$ cat src/sv/vob_ram.sv
`timescale 1ns / 1ps
// ----------------------------------------------------------------------------
// Generic simple dual-port RAM
// One write port and one read port, read data registered.
// ----------------------------------------------------------------------------
module vob_ram #(
   parameter int WIDTH = 8,
   parameter int DEPTH = 16
) (
   input  logic                                   clock,
   input  logic                                   we,
   input  logic [(DEPTH > 1 ? $clog2(DEPTH) : 1)-1:0] waddr,
   input  logic [WIDTH-1:0]                       wdata,
   input  logic [(DEPTH > 1 ? $clog2(DEPTH) : 1)-1:0] raddr,
   output logic [WIDTH-1:0]                       rdata
);

   logic [WIDTH-1:0] mem [DEPTH];
   logic [WIDTH-1:0] rdata_ff;

   always_ff @(posedge clock) begin
      if (we) begin
         mem[waddr] <= wdata;
      end
      rdata_ff <= mem[raddr];
   end

   assign rdata = rdata_ff;

endmodule
$ cat config.mk
export PLATFORM = sky130hd
export DESIGN_NAME = vob_ram
export DESIGN_NICKNAME = d
export VERILOG_FILES = /design/src/sv/vob_ram.sv
export SDC_FILE = /design/constraint.sdc
export NUM_CORES = 1
export LEC_CHECK = 0
export ABC_CLOCK_PERIOD_IN_PS = 2300
export BUFFER_PORTS_ARGS = -buffer_cell sky130_fd_sc_hd__clkbuf_2
export CAP_MARGIN = 25
export CORE_MARGIN = 2
export CORE_UTILIZATION = 40
export DETAILED_ROUTE_END_ITERATION = 8
export SLEW_MARGIN = 20
export SYNTH_ARGS = -nofsm -noshare
export SYNTH_HDL_FRONTEND = slang
export SYNTH_SLANG_ARGS = --single-unit
$ cat constraint.sdc
create_clock -name clock -period 2.3 [get_ports clock]
set_input_delay 0.115 -clock clock [delete_from_list [all_inputs] [get_ports clock]]
set_output_delay 0.115 -clock clock [all_outputs]
set_load 0.02 [all_outputs]
---- Word level (Yosys, flattened, before mapping) ----
Memory sizes are Yosys's and may differ from the RTL's. A register that Yosys moved wholly into a read port is not among the register bits.
Index checks and enable logic that the tools add are counted.
cells by class
  multiplexer cells ....................... 2
operator list
  kind    number
  $mux 1  2
word-level totals
  bits in writable memories ............... 128
  word-level logic and storage cells ...... 3
  output and inout port bits .............. 8
  memories ................................ 1
  register bits after elaboration ......... 0
memory list
  memory  depth  width  read ports  clocked after memory_dff  wr ports  RTL line  text
  mem     16     8      1           1                         1         18        logic [WIDTH-1:0] mem [DEPTH];

---- Depth between registers and ports, before layout ----
  depth after elaboration ................. 2
  depth in mapped cells ................... 5

---- Worst setup path after synthesis ----
No wires, ideal clock.
  path kind ............................... input port to flip-flop
  start point ............................. in waddr[2] in the netlist's numbering
  end point ............................... mem mem[0][0] (enable)
  stages on the path ...................... 2
  data arrival time ....................... 1.225 ns
  required time ........................... 1.917 ns
  slack ................................... 0.692 ns
  path buffers ............................ 0
  cell sequence ........................... or3b_2 -> nor3_1
RTL lines
  what             RTL line  text
  start, declared  12        input logic [(DEPTH > 1 ? $clog2(DEPTH) : 1)-1:0] waddr,
  end, declared    18
No word-level cell before the write port.

==> impl_metrics.py <==
metrics = {
    "run_status": {
        "status": "finished, final reports clean",
    },
    "grt": {
        "grt_busiest_layer": "met2",
        "antenna_found_initial": 0,
        "use_met2_pct": 22.51,
        "met3_usage_pct": 3.794,
        "grt-ovfl-total": 0,
        "track_usage_pct": 13.90,
        "grt_max_degree": 33,
        "grt_use_met1_pct": 17.99,
        "grt_pass1_wl_um": 14070,
        "grt_pass1_vias": 2413,
    },
    "route": {
        "ant_nets": 0,
        "viasPerCell": 5.091,
        "dr.pass1.iters": 4,
        "drt_iter0_markers": 225,
        "route.detailed.drc": 0,
        "wl_per_cell_um": 19.28,
        "wl_um": 8947,
        "route.vias.total": 2362,
    },
    "floorplan": {
        "dieWidth_um": 117.4,
        "coreArea_mm2": 0.01257,
        "pin_count": 26,
        "die_h_um": 117.4,
        "dieArea_mm2": 0.01379,
        "num_rows": 41,
        "initial_utilization_pct": 40.96,
    },
    "power": {
        "finalPower_mw": 5.634,
        "ir_drop_v": 0.0005026,
        "leakagePower_nw": 2.078,
        "power_density_mw_per_mm2": 920.8,
    },
    "placement": {
        "gp_congestion": 0.7328,
        "port_buffers": 25,
        "place_ws_ns": 0.5921,
        "placed_cell_area_mm2": 0.005549,
        "dp_hpwl_um": 5907,
        "dp_cells": 434,
    },
    "critical_path": {
        "cp_data_required_time_ns": 2.59,
        "endpoint_kind": "register",
        "crit_path_start_kind": "register",
        "path_class": "reg -> reg",
        "worstPathCellList": "mux4_1 > a22oi_1 > nand2_1",
        "crit_path_top_delay_cell": "mux4_1",
        "cpPeakStageDelay_ns": 0.52,
        "cp.arrival_ns": 1.62,
        "cp_max_fo": 1,
    },
    "cells_and_area": {
        "regArea_mm2": 0.004004,
        "multi_input_area_mm2": 0.001057,
        "finalNetCount": 299,
        "layout_common_cells": "128 x edfxtp_1, 25 x clkbuf_2, 18 x mux4_2, 17 x clkbuf_16, 17 x buf_4",
        "post-route-cell-area_mm2": 0.006118,
        "antenna_cells": 0,
        "drive_gt1_share_pct": 29.79,
        "final_common_cell": "edfxtp_1",
        "areaGrowthSynthToFinish_pct": 18.86,
        "finalNonFillerCells": 464,
        "nFillCells": 1023,
    },
    "cts": {
        "cts_resized": 0,
        "cts_tree": "yes",
        "cts_max_level": 4,
        "ctsHoldBuffers": 0,
        "cts.sinks": 136,
        "cts.path.max_buffers": 2,
        "cts_setup_buffers": 0,
        "clk_latency_ns": 0.40,
        "cts.clk_slew.worst_paths_ns": 0.06,
        "cts_root_buf": "clkbuf_16",
        "cts_buffers": 17,
    },
    "synthesis": {
        "syn-num-nets": 247,
        "syn_inst": 229,
        "avgSynthCellArea_um2": 22.48,
        "yosysWarnings": 0,
        "synth_cell_types": 19,
        "async_reset_ff_share_pct": 0,
        "synth_edf_count": 128,
        "ys_seq_elements": 136,
        "synth_ff_type": "edfxtp_1",
        "syn_area_mm2": 0.005147,
        "seq_area_frac_synth_pct": 77.78,
    },
    "sta": {
        "worst_slack_ns": 0.9690,
        "tightest_slew_ns": 0.6980,
        "finalHoldViolCount": 0,
        "period_needed_ns": 1.331,
        "tns_ns": 0,
        "relSlewSlack_pct": 53.29,
        "finalCritPeriodShare_pct": 57.87,
        "rsz0062_at_grt": "false",
        "setup_viol_count_final": 0,
        "skew_ns": 0.009153,
        "drv_slew": 0,
        "fmax_mhz": 751.3,
    },
    "run": {
        "maxCapViolCount": 0,
    },
    "worst_hold_path": {
        "hold_path.class": "in -> reg",
    },
}
final cells by class:
type | instances | area share, %
Tap cell | 172 | 3.517
Timing Repair Buffer | 43 | 4.458
Clock buffer | 26 | 8.160
Multi-Input combinational cell | 83 | 17.28
Sequential cell | 136 | 65.44
Clock inverter | 4 | 1.145
metal layers:
metal / part of all wire (%) / vias up / routed length (µm)
met5: 0 / - / 0
met4: 1.6 / 0 / 140
met3: 3.5 / 13 / 312
met2: 50 / 52 / 4481
met1: 45 / 1220 / 4013
li1: - / 1077 / -
logic make-up (layout without fill, tap and decap cells):
kind of cell / after synthesis / in the layout / synth area share (%)
multiplexers: 32 / 32 / 15.02
flip-flops: 136 / 136 / 77.78
buffers and inverters: 10 / 73 / 1.677
AO/OA/AOI/OAI: 16 / 16 / 2.334
AND/OR/NAND/NOR: 35 / 35 / 3.184
power by group:
part           total, mW  switching, mW  internal (mW)
Combinational      0.263          0.154          0.108
Sequential          2.79         0.0146           2.77
Clock               2.58          0.887           1.70
Total               5.63           1.06           4.58
cell usage after synthesis (3+ instances only):
library cell | n | area, µm²
nor3_1 | 4 | 20.02
clkdlybuf4s25_2 | 3 | 30.03
mux4_1 | 14 | 367.9
nor2_1 | 13 | 48.80
mux4_2 | 18 | 405.4
nand2_1 | 9 | 33.78
buf_2 | 3 | 15.01
edfxtp_1 | 128 | 3844
buf_6 | 3 | 33.78
a22oi_1 | 16 | 120.1
dfxtp_1 | 8 | 160.2
flip-flops by register name, summed over array words and instances, names as in the netlist:
signal / cells
rdata: 8
mem: 128
per-stage QoR:
step	utilization [%]	hold slack, ns
2_1_floorplan	-	0.2139
6_report	48.68	0.1492
3_3_place_gp	44.15	0.5231
5_1_grt	48.68	0.1741
4_1_cts	48.68	0.1446
3_5_place_dp	44.15	0.5292
worst max-delay path, delay by kind of cell, from the launching register on:
kind             cells  cell delay [ns]
multiplexers         1             0.52
AND/OR/NAND/NOR      1             0.08
AO/OA/AOI/OAI        1             0.27
flip-flops           1             0.35
final timing paths:
check	start	to	slack, ns	depth (start not counted)
setup reg to reg	mem[1][3]$_DFFE_PP_	rdata[3]$_DFF_P_	0.97	3
setup / recovery	mem[1][3]$_DFFE_PP_	rdata[3]$_DFF_P_	0.97	3
hold / removal	wdata[7]	mem[6][7]$_DFFE_PP_	0.15	1
hold reg to reg	mem[15][3]$_DFFE_PP_	rdata[3]$_DFF_P_	0.67	3
Note: power is estimated with default switching activity, not from simulation.
